[config.mk]
export PLATFORM = sky130hd
export DESIGN_NAME = base64_stream_decoder
export DESIGN_NICKNAME = d
export VERILOG_FILES = /design/src/design/b64d_pkg.sv /design/src/design/b64d_front.sv /design/src/design/b64d_queue.sv /design/src/design/b64d_back.sv /design/src/design/base64_stream_decoder.sv
export SDC_FILE = /design/constraint.sdc
export NUM_CORES = 1
export LEC_CHECK = 0
export CAP_MARGIN = 20
export CORE_MARGIN = 2
export CORE_UTILIZATION = 32
export DETAILED_ROUTE_END_ITERATION = 10
export DONT_BUFFER_PORTS = 1
export PLACE_DENSITY_LB_ADDON = 0.2
export SYNTH_ARGS = -nofsm -noshare
export SYNTH_HDL_FRONTEND = slang
export SYNTH_SLANG_ARGS = --single-unit
[constraint.sdc]
create_clock -name clk -period 2.9 [get_ports clk]
set_clock_uncertainty 0.05 [all_clocks]
set_input_delay 0.58 -clock clk [delete_from_list [all_inputs] [get_ports clk]]
set_output_delay 0.58 -clock clk [all_outputs]
set_load 0.02 [all_outputs]
[src/design/b64d_pkg.sv]
// ----------------------------------------------------------------------------
// b64d_pkg
// Shared types, constants and decode functions of the base64 stream decoder.
// ----------------------------------------------------------------------------
package b64d_pkg;

    // Default depth of the queue between front and back
    localparam int QUEUE_DEPTH_DEF = 4;

    localparam logic [7:0] CH_UPPER_A = 8'h41;
    localparam logic [7:0] CH_UPPER_Z = 8'h5a;
    localparam logic [7:0] CH_LOWER_A = 8'h61;
    localparam logic [7:0] CH_LOWER_Z = 8'h7a;
    localparam logic [7:0] CH_DIGIT_0 = 8'h30;
    localparam logic [7:0] CH_DIGIT_9 = 8'h39;
    localparam logic [7:0] CH_PLUS    = 8'h2b;
    localparam logic [7:0] CH_SLASH   = 8'h2f;

    localparam logic [7:0] LOWER_BASE = 8'd26;
    localparam logic [7:0] DIGIT_BASE = 8'd52;
    localparam logic [5:0] SEXT_PLUS  = 6'd62;
    localparam logic [5:0] SEXT_SLASH = 6'd63;

    // One queue entry: up to three result items of one input item
    typedef struct packed {
        logic [23:0] data;      // first byte in bits 7:0
        logic [1:0]  count;     // number of result items, 1..3
        logic        has_data;  // 0 only for the empty end-of-text item
        logic        last;      // final item of the entry closes the string
    } b64d_entry_t;

    // Bit 6 set: not an alphabet character (includes '=')
    function automatic logic [6:0] sextet_of(input logic [7:0] c);
        logic [6:0] r;
        r = 7'h40;
        if (c >= CH_UPPER_A && c <= CH_UPPER_Z)
        begin
            r = {1'b0, 6'(c - CH_UPPER_A)};
        end
        else if (c >= CH_LOWER_A && c <= CH_LOWER_Z)
        begin
            r = {1'b0, 6'(c - CH_LOWER_A + LOWER_BASE)};
        end
        else if (c >= CH_DIGIT_0 && c <= CH_DIGIT_9)
        begin
            r = {1'b0, 6'(c - CH_DIGIT_0 + DIGIT_BASE)};
        end
        else if (c == CH_PLUS)
        begin
            r = {1'b0, SEXT_PLUS};
        end
        else if (c == CH_SLASH)
        begin
            r = {1'b0, SEXT_SLASH};
        end
        return r;
    endfunction

    // Three held values (oldest highest) plus a fourth give three bytes
    function automatic logic [23:0] group_bytes(input logic [17:0] h, input logic [5:0] s);
        logic [7:0] b0;
        logic [7:0] b1;
        logic [7:0] b2;
        b0 = {h[17:12], h[11:10]};
        b1 = {h[9:6], h[5:2]};
        b2 = {h[1:0], s};
        return {b2, b1, b0};
    endfunction

endpackage

[src/design/b64d_front.sv]
// ----------------------------------------------------------------------------
// b64d_front
// Accepts characters, maps them to sextets, keeps the partial group and
// pushes one queue entry for each character that yields result items.
// ----------------------------------------------------------------------------
module b64d_front
    import b64d_pkg::*;
(
    input  logic        clk,
    input  logic        rst_n,
    input  logic        in_valid,
    output logic        in_ready,
    input  logic [7:0]  in_char,
    input  logic        in_end,
    input  logic        full,
    output logic        push,
    output b64d_entry_t entry
);

    logic [17:0] hold_reg;
    logic [17:0] hold_next;
    logic [1:0]  fill_reg;
    logic [1:0]  fill_next;
    logic        halted_reg;
    logic        halted_next;

    logic [6:0]  sext;
    logic        accept;
    logic        emit_group;
    logic [17:0] upd_hold;
    logic [1:0]  upd_fill;
    logic        upd_halted;

    assign in_ready = !full;
    assign accept   = in_valid && in_ready;
    assign sext     = sextet_of(in_char);

    always_comb
    begin
        upd_hold   = hold_reg;
        upd_fill   = fill_reg;
        upd_halted = halted_reg;
        emit_group = 1'b0;
        if (!halted_reg)
        begin
            if (sext[6])
            begin
                upd_halted = 1'b1;
            end
            else if (fill_reg == 2'd3)
            begin
                emit_group = 1'b1;
                upd_hold   = '0;
                upd_fill   = 2'd0;
            end
            else
            begin
                upd_hold = {hold_reg[11:0], sext[5:0]};
                upd_fill = fill_reg + 2'd1;
            end
        end
    end

    always_comb
    begin
        entry.data     = '0;
        entry.count    = 2'd1;
        entry.has_data = 1'b1;
        entry.last     = in_end;
        if (emit_group)
        begin
            entry.data  = group_bytes(hold_reg, sext[5:0]);
            entry.count = 2'd3;
        end
        else if (upd_fill == 2'd3)
        begin
            // flush two bytes of a three-value group
            entry.data  = {8'h00, upd_hold[9:6], upd_hold[5:2],
                           upd_hold[17:12], upd_hold[11:10]};
            entry.count = 2'd2;
        end
        else if (upd_fill == 2'd2)
        begin
            entry.data  = {16'h0000, upd_hold[11:6], upd_hold[5:4]};
            entry.count = 2'd1;
        end
        else
        begin
            // end flag with nothing to flush: empty closing item
            entry.has_data = 1'b0;
        end
        push = accept && (emit_group || in_end);
    end

    always_comb
    begin
        hold_next   = hold_reg;
        fill_next   = fill_reg;
        halted_next = halted_reg;
        if (accept)
        begin
            if (in_end)
            begin
                hold_next   = '0;
                fill_next   = 2'd0;
                halted_next = 1'b0;
            end
            else
            begin
                hold_next   = upd_hold;
                fill_next   = upd_fill;
                halted_next = upd_halted;
            end
        end
    end

    always_ff @(posedge clk or negedge rst_n)
    begin
        if (!rst_n)
        begin
            hold_reg   <= '0;
            fill_reg   <= 2'd0;
            halted_reg <= 1'b0;
        end
        else
        begin
            hold_reg   <= hold_next;
            fill_reg   <= fill_next;
            halted_reg <= halted_next;
        end
    end

endmodule

[src/design/b64d_queue.sv]
// ----------------------------------------------------------------------------
// b64d_queue
// Small first-in first-out queue of entries between front and back.
// ----------------------------------------------------------------------------
module b64d_queue
    import b64d_pkg::*;
#(
    parameter int DEPTH = QUEUE_DEPTH_DEF
)
(
    input  logic        clk,
    input  logic        rst_n,
    input  logic        push,
    input  b64d_entry_t push_entry,
    output logic        full,
    input  logic        pop,
    output logic        empty,
    output b64d_entry_t head
);

    localparam int PTR_W = $clog2(DEPTH);
    localparam int CNT_W = $clog2(DEPTH + 1);

    b64d_entry_t      mem_reg [DEPTH];
    logic [PTR_W-1:0] wr_ptr_reg;
    logic [PTR_W-1:0] wr_ptr_next;
    logic [PTR_W-1:0] rd_ptr_reg;
    logic [PTR_W-1:0] rd_ptr_next;
    logic [CNT_W-1:0] count_reg;
    logic [CNT_W-1:0] count_next;
    logic             do_push;
    logic             do_pop;

    assign full    = (count_reg == CNT_W'(DEPTH));
    assign empty   = (count_reg == '0);
    assign do_push = push && !full;
    assign do_pop  = pop && !empty;
    assign head    = mem_reg[rd_ptr_reg];

    always_comb
    begin
        wr_ptr_next = wr_ptr_reg;
        rd_ptr_next = rd_ptr_reg;
        count_next  = count_reg;
        if (do_push)
        begin
            wr_ptr_next = (wr_ptr_reg == PTR_W'(DEPTH - 1)) ? '0 : wr_ptr_reg + 1'b1;
        end
        if (do_pop)
        begin
            rd_ptr_next = (rd_ptr_reg == PTR_W'(DEPTH - 1)) ? '0 : rd_ptr_reg + 1'b1;
        end
        if (do_push && !do_pop)
        begin
            count_next = count_reg + 1'b1;
        end
        else if (do_pop && !do_push)
        begin
            count_next = count_reg - 1'b1;
        end
    end

    always_ff @(posedge clk)
    begin
        if (do_push)
        begin
            mem_reg[wr_ptr_reg] <= push_entry;
        end
    end

    always_ff @(posedge clk or negedge rst_n)
    begin
        if (!rst_n)
        begin
            wr_ptr_reg <= '0;
            rd_ptr_reg <= '0;
            count_reg  <= '0;
        end
        else
        begin
            wr_ptr_reg <= wr_ptr_next;
            rd_ptr_reg <= rd_ptr_next;
            count_reg  <= count_next;
        end
    end

endmodule

[src/design/b64d_back.sv]
// ----------------------------------------------------------------------------
// b64d_back
// Takes queue entries apart into single byte items and drives the output
// register of the master side.
// ----------------------------------------------------------------------------
module b64d_back
    import b64d_pkg::*;
(
    input  logic        clk,
    input  logic        rst_n,
    input  logic        empty,
    input  b64d_entry_t head,
    output logic        pop,
    output logic        out_valid,
    input  logic        out_ready,
    output logic [7:0]  out_byte,
    output logic        out_byte_valid,
    output logic        out_last
);

    logic       valid_reg;
    logic       valid_next;
    logic [7:0] byte_reg;
    logic       bvalid_reg;
    logic       last_reg;
    logic [1:0] idx_reg;
    logic [1:0] idx_next;

    logic       load;
    logic       final_item;
    logic [7:0] sel_byte;

    assign load       = !empty && (!valid_reg || out_ready);
    assign final_item = (idx_reg == head.count - 2'd1);
    assign pop        = load && final_item;

    always_comb
    begin
        case (idx_reg)
            2'd0:    sel_byte = head.data[7:0];
            2'd1:    sel_byte = head.data[15:8];
            2'd2:    sel_byte = head.data[23:16];
            default: sel_byte = 8'h00;
        endcase
    end

    always_comb
    begin
        valid_next = valid_reg;
        idx_next   = idx_reg;
        if (load)
        begin
            valid_next = 1'b1;
            idx_next   = final_item ? 2'd0 : idx_reg + 2'd1;
        end
        else if (out_ready)
        begin
            valid_next = 1'b0;
        end
    end

    always_ff @(posedge clk or negedge rst_n)
    begin
        if (!rst_n)
        begin
            valid_reg <= 1'b0;
            idx_reg   <= 2'd0;
        end
        else
        begin
            valid_reg <= valid_next;
            idx_reg   <= idx_next;
        end
    end

    // hold payload while the sink stalls
    always_ff @(posedge clk)
    begin
        if (load)
        begin
            byte_reg   <= sel_byte;
            bvalid_reg <= head.has_data;
            last_reg   <= head.last && final_item;
        end
    end

    assign out_valid      = valid_reg;
    assign out_byte       = byte_reg;
    assign out_byte_valid = bvalid_reg;
    assign out_last       = last_reg;

endmodule

[src/design/base64_stream_decoder.sv]
// ----------------------------------------------------------------------------
// base64_stream_decoder
// Base64 decoder: one encoded character in per item, decoded bytes out.
// ----------------------------------------------------------------------------
// The slave side accepts one character per cycle whenever the internal queue
// has room; the master side delivers one byte item per cycle while items are
// queued and the sink is ready. Bytes pass from front logic into the queue,
// then from the queue head into the output register. A fourth value of a
// group produces three items and the end flag one or two, all queued as one
// entry, so the input only stalls when the sink stalls long enough for
// QUEUE_DEPTH entries to pile up. On the end flag with nothing left to flush
// a single item with tuser low, tdata zero and tlast high closes the string.
// ----------------------------------------------------------------------------
module base64_stream_decoder
    import b64d_pkg::*;
#(
    parameter int QUEUE_DEPTH = QUEUE_DEPTH_DEF
)
(
    input  logic       clk,
    input  logic       rst_n,
    input  logic       s_axis_tvalid,
    output logic       s_axis_tready,
    input  logic [7:0] s_axis_tdata,   // [7:0] in_char
    input  logic       s_axis_tlast,   // end_of_text
    output logic       m_axis_tvalid,
    input  logic       m_axis_tready,
    output logic [7:0] m_axis_tdata,   // [7:0] out_byte
    output logic       m_axis_tuser,   // [0] byte_valid
    output logic       m_axis_tlast    // last_of_text
);

    logic        q_full;
    logic        q_empty;
    logic        q_push;
    logic        q_pop;
    b64d_entry_t q_in;
    b64d_entry_t q_head;

    b64d_front u_front (
        .clk      (clk),
        .rst_n    (rst_n),
        .in_valid (s_axis_tvalid),
        .in_ready (s_axis_tready),
        .in_char  (s_axis_tdata),
        .in_end   (s_axis_tlast),
        .full     (q_full),
        .push     (q_push),
        .entry    (q_in)
    );

    b64d_queue #(
        .DEPTH (QUEUE_DEPTH)
    ) u_queue (
        .clk        (clk),
        .rst_n      (rst_n),
        .push       (q_push),
        .push_entry (q_in),
        .full       (q_full),
        .pop        (q_pop),
        .empty      (q_empty),
        .head       (q_head)
    );

    b64d_back u_back (
        .clk            (clk),
        .rst_n          (rst_n),
        .empty          (q_empty),
        .head           (q_head),
        .pop            (q_pop),
        .out_valid      (m_axis_tvalid),
        .out_ready      (m_axis_tready),
        .out_byte       (m_axis_tdata),
        .out_byte_valid (m_axis_tuser),
        .out_last       (m_axis_tlast)
    );

endmodule

==> impl_summary.md <==
Job
The tool flagged a number of max-cap violations equal to 0.

Layout
The diode insertion count for antenna repair is 0. In the final layout, the share of cells above drive strength 1 is between 20% and 30%. The net count of the finished layout is between 500 and 600.

The register with the most flip-flops in the layout has between 100 and 150 of them. The finished layout holds about 750 standard cells, fillers aside. From synthesis to final layout, the design area changed by 16.69%.

Synthesis
The number of nets produced by synthesis is 470. The proportion of synthesized flip-flops having asynchronous set or reset is roughly a fifth. For this run, the leading register cell type out of synthesis is sky130_fd_sc_hd__edfxtp_1. In the post-synthesis netlist, the biggest area contributors are sky130_fd_sc_hd__edfxtp_1 53%, sky130_fd_sc_hd__dfrtp_1 11%, sky130_fd_sc_hd__mux4_2 9.2%, sky130_fd_sc_hd__ha_1 3.7%, sky130_fd_sc_hd__a22o_1 1.9%. Among all cell types in the netlist, the one instantiated most often is sky130_fd_sc_hd__edfxtp_1. In this run the cell area of the synthesized design comes to between 6000 and 7000 um2. Counting distinct cell types in the post-synthesis netlist gives about 60. Yosys mapped a number of flops with a built-in enable equal to about 120. The number of synthesis warnings is 0. The synthesized design devotes to its leading area cell type 53.48% of total area. sky130_fd_sc_hd__edfxtp_1 takes more of the synthesized area than any other cell.

Sequential cells were found to cover between 60% and 70% of the synthesized design area. The number of synthesized register bits is between 150 and 200. The average instance in the mapped netlist occupies 15.71 um2.

By count the netlist is led by 122 x sky130_fd_sc_hd__edfxtp_1, 31 x sky130_fd_sc_hd__dfrtp_1, 28 x sky130_fd_sc_hd__mux4_2, 22 x sky130_fd_sc_hd__nor2_1, 21 x sky130_fd_sc_hd__inv_1. Counting every instance in the synthesized netlist gives 436.

CTS
The clock network latency to the later pin of the worst-skew pair is between 0.4 and 0.5 ns. Counting the buffers created by CTS gives 17. The maximum count of clock buffers along a single path is 2. The number of levels the H-tree was split into is 4. Clock tree synthesis selected as its root buffer the cell sky130_fd_sc_hd__clkbuf_16. After clock tree synthesis, the clock-pin slew on the worst setup and hold paths is approximately 0.060 ns. TritonCTS built the clock tree. The number of sinks on the clock net is 153.

Detailed routing
For this run, design rule violations remaining after detail routing come to 0. The average wire length per cell after detail routing is just under 20 um. After detailed routing, the number of vias per cell comes to just over 5.

The number of nets with antenna violations after routing is 0. The number of vias in the routed layout is between 3000 and 4000. The initial DRC count is 264. The final wirelength is 14490 um. The count of TritonRoute iterations in the first routing pass is 5.

Floorplanning
The I/O pin count is 25. The horizontal die dimension is between 150 and 200 um. The placeable core region is approximately 21000 um2. Measured along the y axis, the die boundary spans around 150 um.

The floorplan step defined a die boundary enclosing 22590 um2. The floorplan has 53 rows. The initial core utilization is between 30% and 40%.

Global route
The total overflow left after global routing is 0. The number of antenna violations at the first check in global routing is 0. The pin count of the biggest net entering global routing is 32. The overall track demand over capacity in global routing is 13.56%. The via count of the first global-routing pass is 3976. The first global-routing pass estimated about 23000 um of wire.

Worst setup path
The number of buffers and inverters on the critical path is 1. The most critical setup path has its startpoint at u_queue.rd_ptr_reg[0]. The required time reported for the critical path endpoint is 3.19 ns.

The start-to-end type of the worst setup path is flip-flop to flip-flop. The slowest stage of the critical path belongs to the cell sky130_fd_sc_hd__mux4_2. The delay contributed by the slowest stage of the critical path is 0.53 ns. The worst endpoint data arrival time is 3.01 ns. STA classifies the critical path endpoint as a flip-flop. The worst register-to-register path begins at u_queue.rd_ptr_reg[0].

Along the worst path, the maximum fanout reaches 4. On the critical path the largest part of the delay comes from adder cells. The sort of element at the start of the critical path is a flip-flop. Traced cell by cell, the critical path runs through mux4_2 > xnor2_2 > nor2_1 > a21oi_2 > nand2b_4 > ha_2 > inv_1 > fa_1 > xor2_1 > nor2_1 > xor2_1.

STA
In this run the tightest slew margin relative to its limit is roughly 35%. The number of pins exceeding their max-slew limit in the final report came to 0. The highest clock frequency the design can meet is 367.9 MHz. The count of endpoints failing setup in the final report is 0.

The clock period minus final worst setup slack is approximately 2.7 ns. Dividing the final minimum period by the clock period gives between 90% and 100%. The pin slew with the least headroom to its limit is 0.9756 ns. Hold timing on the final database bottoms out at a slack of about 0.19 ns.

The hold violation total from the final report is 0. Setup repair after global routing left no endpoint under its margin.

Outcome
The flow ran to the end, and the final reports show no timing, DRC or antenna violations.

Power
The areal power density over the cells is slightly below 900 nW/um2. IR analysis of the VDD net gives a maximum drop of about 0.33 mV. The analysis attributes to cell leakage a power of 2.793 nW.

Placement
The number of placed instances, taps included, is 720. The detailed-placement wirelength estimate is 9579 um. The weighted congestion reported at the end of routability-driven placement is about 0.86. The number of port buffers is 0.

Worst hold path
In this run the most critical hold path is launched from s_axis_tlast. The type of the most critical hold path is input pin to flip-flop.
-- power by group --
part           switching (mW)  total [mW]  internal [mW]
sequential              0.260        3.03           2.77
combinational            1.01        1.86          0.858
clock                   0.814        2.14           1.33
-- logic make-up after synthesis --
family	Yosys count	share of synthesized area [%]
flip-flops	153	64.80
AO/OA/AOI/OAI	100	11.20
AND/OR/NAND/NOR	81	6.082
buffers and inverters	40	2.867
multiplexers	35	10.34
adder cells (fa/ha/maj)	21	3.945
XOR/XNOR	6	0.7671
-- routing by layer --
metal	up-vias	part of all wire (%)	GRT usage [%]
met5	-	0	0
met4	0	1.6	4.858
met3	14	3.9	3.212
met2	92	48	20.80
met1	1949	47	18.84
li1	1780	-	-
-- worst reg2reg max path: stages (launching register included) --
cell and delay, ns:
sky130_fd_sc_hd__dfrtp_2 0.40, sky130_fd_sc_hd__mux4_2 0.53, sky130_fd_sc_hd__xnor2_2 0.18, sky130_fd_sc_hd__nor2_1 0.08
sky130_fd_sc_hd__a21oi_2 0.16, sky130_fd_sc_hd__nand2b_4 0.17, sky130_fd_sc_hd__ha_2 0.19, sky130_fd_sc_hd__inv_1 0.05
sky130_fd_sc_hd__fa_1 0.37, sky130_fd_sc_hd__xor2_1 0.17, sky130_fd_sc_hd__nor2_1 0.14, sky130_fd_sc_hd__xor2_1 0.16
-- stage by stage --
stage               area, um2  setup TNS, ns  worst slack [ns]  power, mW  utilization [%]
floorplan                6882              0           0.01624      4.313                -
global placement         7366         -2.262          -0.09506      4.877            35.04
detailed placement       7366         -4.501           -0.1409      4.914            35.04
CTS                      7964              0           0.03477      7.068            37.88
global route             7994              0          0.001134      7.387            38.03
finish                   7994              0            0.1820      7.030            38.03
-- final cells by class --
class	count	area [um2]
clock inverter	11	131.4
inverter	22	82.58
fill	1922	13030
multi-input combinational	243	2265
timing repair buffer	31	297.8
sequential	153	4441
tap	275	344.1
clock buffer	19	432.9
-- cells in the final DEF (no fill, tap or decap), types with 4 or more instances in the layout --
cell type,count
sky130_fd_sc_hd__edfxtp_1,122
sky130_fd_sc_hd__dfrtp_1,30
sky130_fd_sc_hd__mux4_2,28
sky130_fd_sc_hd__buf_4,25
sky130_fd_sc_hd__nor2_1,22
sky130_fd_sc_hd__inv_1,21
sky130_fd_sc_hd__ha_1,19
sky130_fd_sc_hd__a21oi_1,17
sky130_fd_sc_hd__clkbuf_16,17
sky130_fd_sc_hd__nand2_1,16
sky130_fd_sc_hd__o21ai_0,15
sky130_fd_sc_hd__a22o_1,15
sky130_fd_sc_hd__a22oi_1,12
sky130_fd_sc_hd__nor2b_1,8
sky130_fd_sc_hd__nand3_1,8
sky130_fd_sc_hd__a22o_2,7
sky130_fd_sc_hd__a221o_2,6
sky130_fd_sc_hd__mux2_2,6
sky130_fd_sc_hd__buf_12,5
sky130_fd_sc_hd__nor3_1,4
sky130_fd_sc_hd__clkinv_1,4
sky130_fd_sc_hd__and2_2,4
-- repair_timing --
item,in CTS,in global routing
endpoints found under the hold margin,31,0
gates resized for setup,1,2
buffers inserted,0,2
endpoints found under the setup margin,1,2
pin swaps,0,0
hold buffers,2,0
-- path summary, 6_finish.rpt --
check                      slack, ns                    end  cells after the start
setup / recovery                0.18   u_queue.count_reg[2]                     11
hold / removal                  0.19     u_front.halted_reg                      1
setup reg to reg                0.18   u_queue.count_reg[2]                     11
hold reg to reg                 0.46   u_front.hold_reg[14]                      1
max in group asynchronous       2.02    u_front.hold_reg[7]                      2
min in group asynchronous       0.59  u_queue.rd_ptr_reg[0]                      2
(Power assumes the default switching activity.)
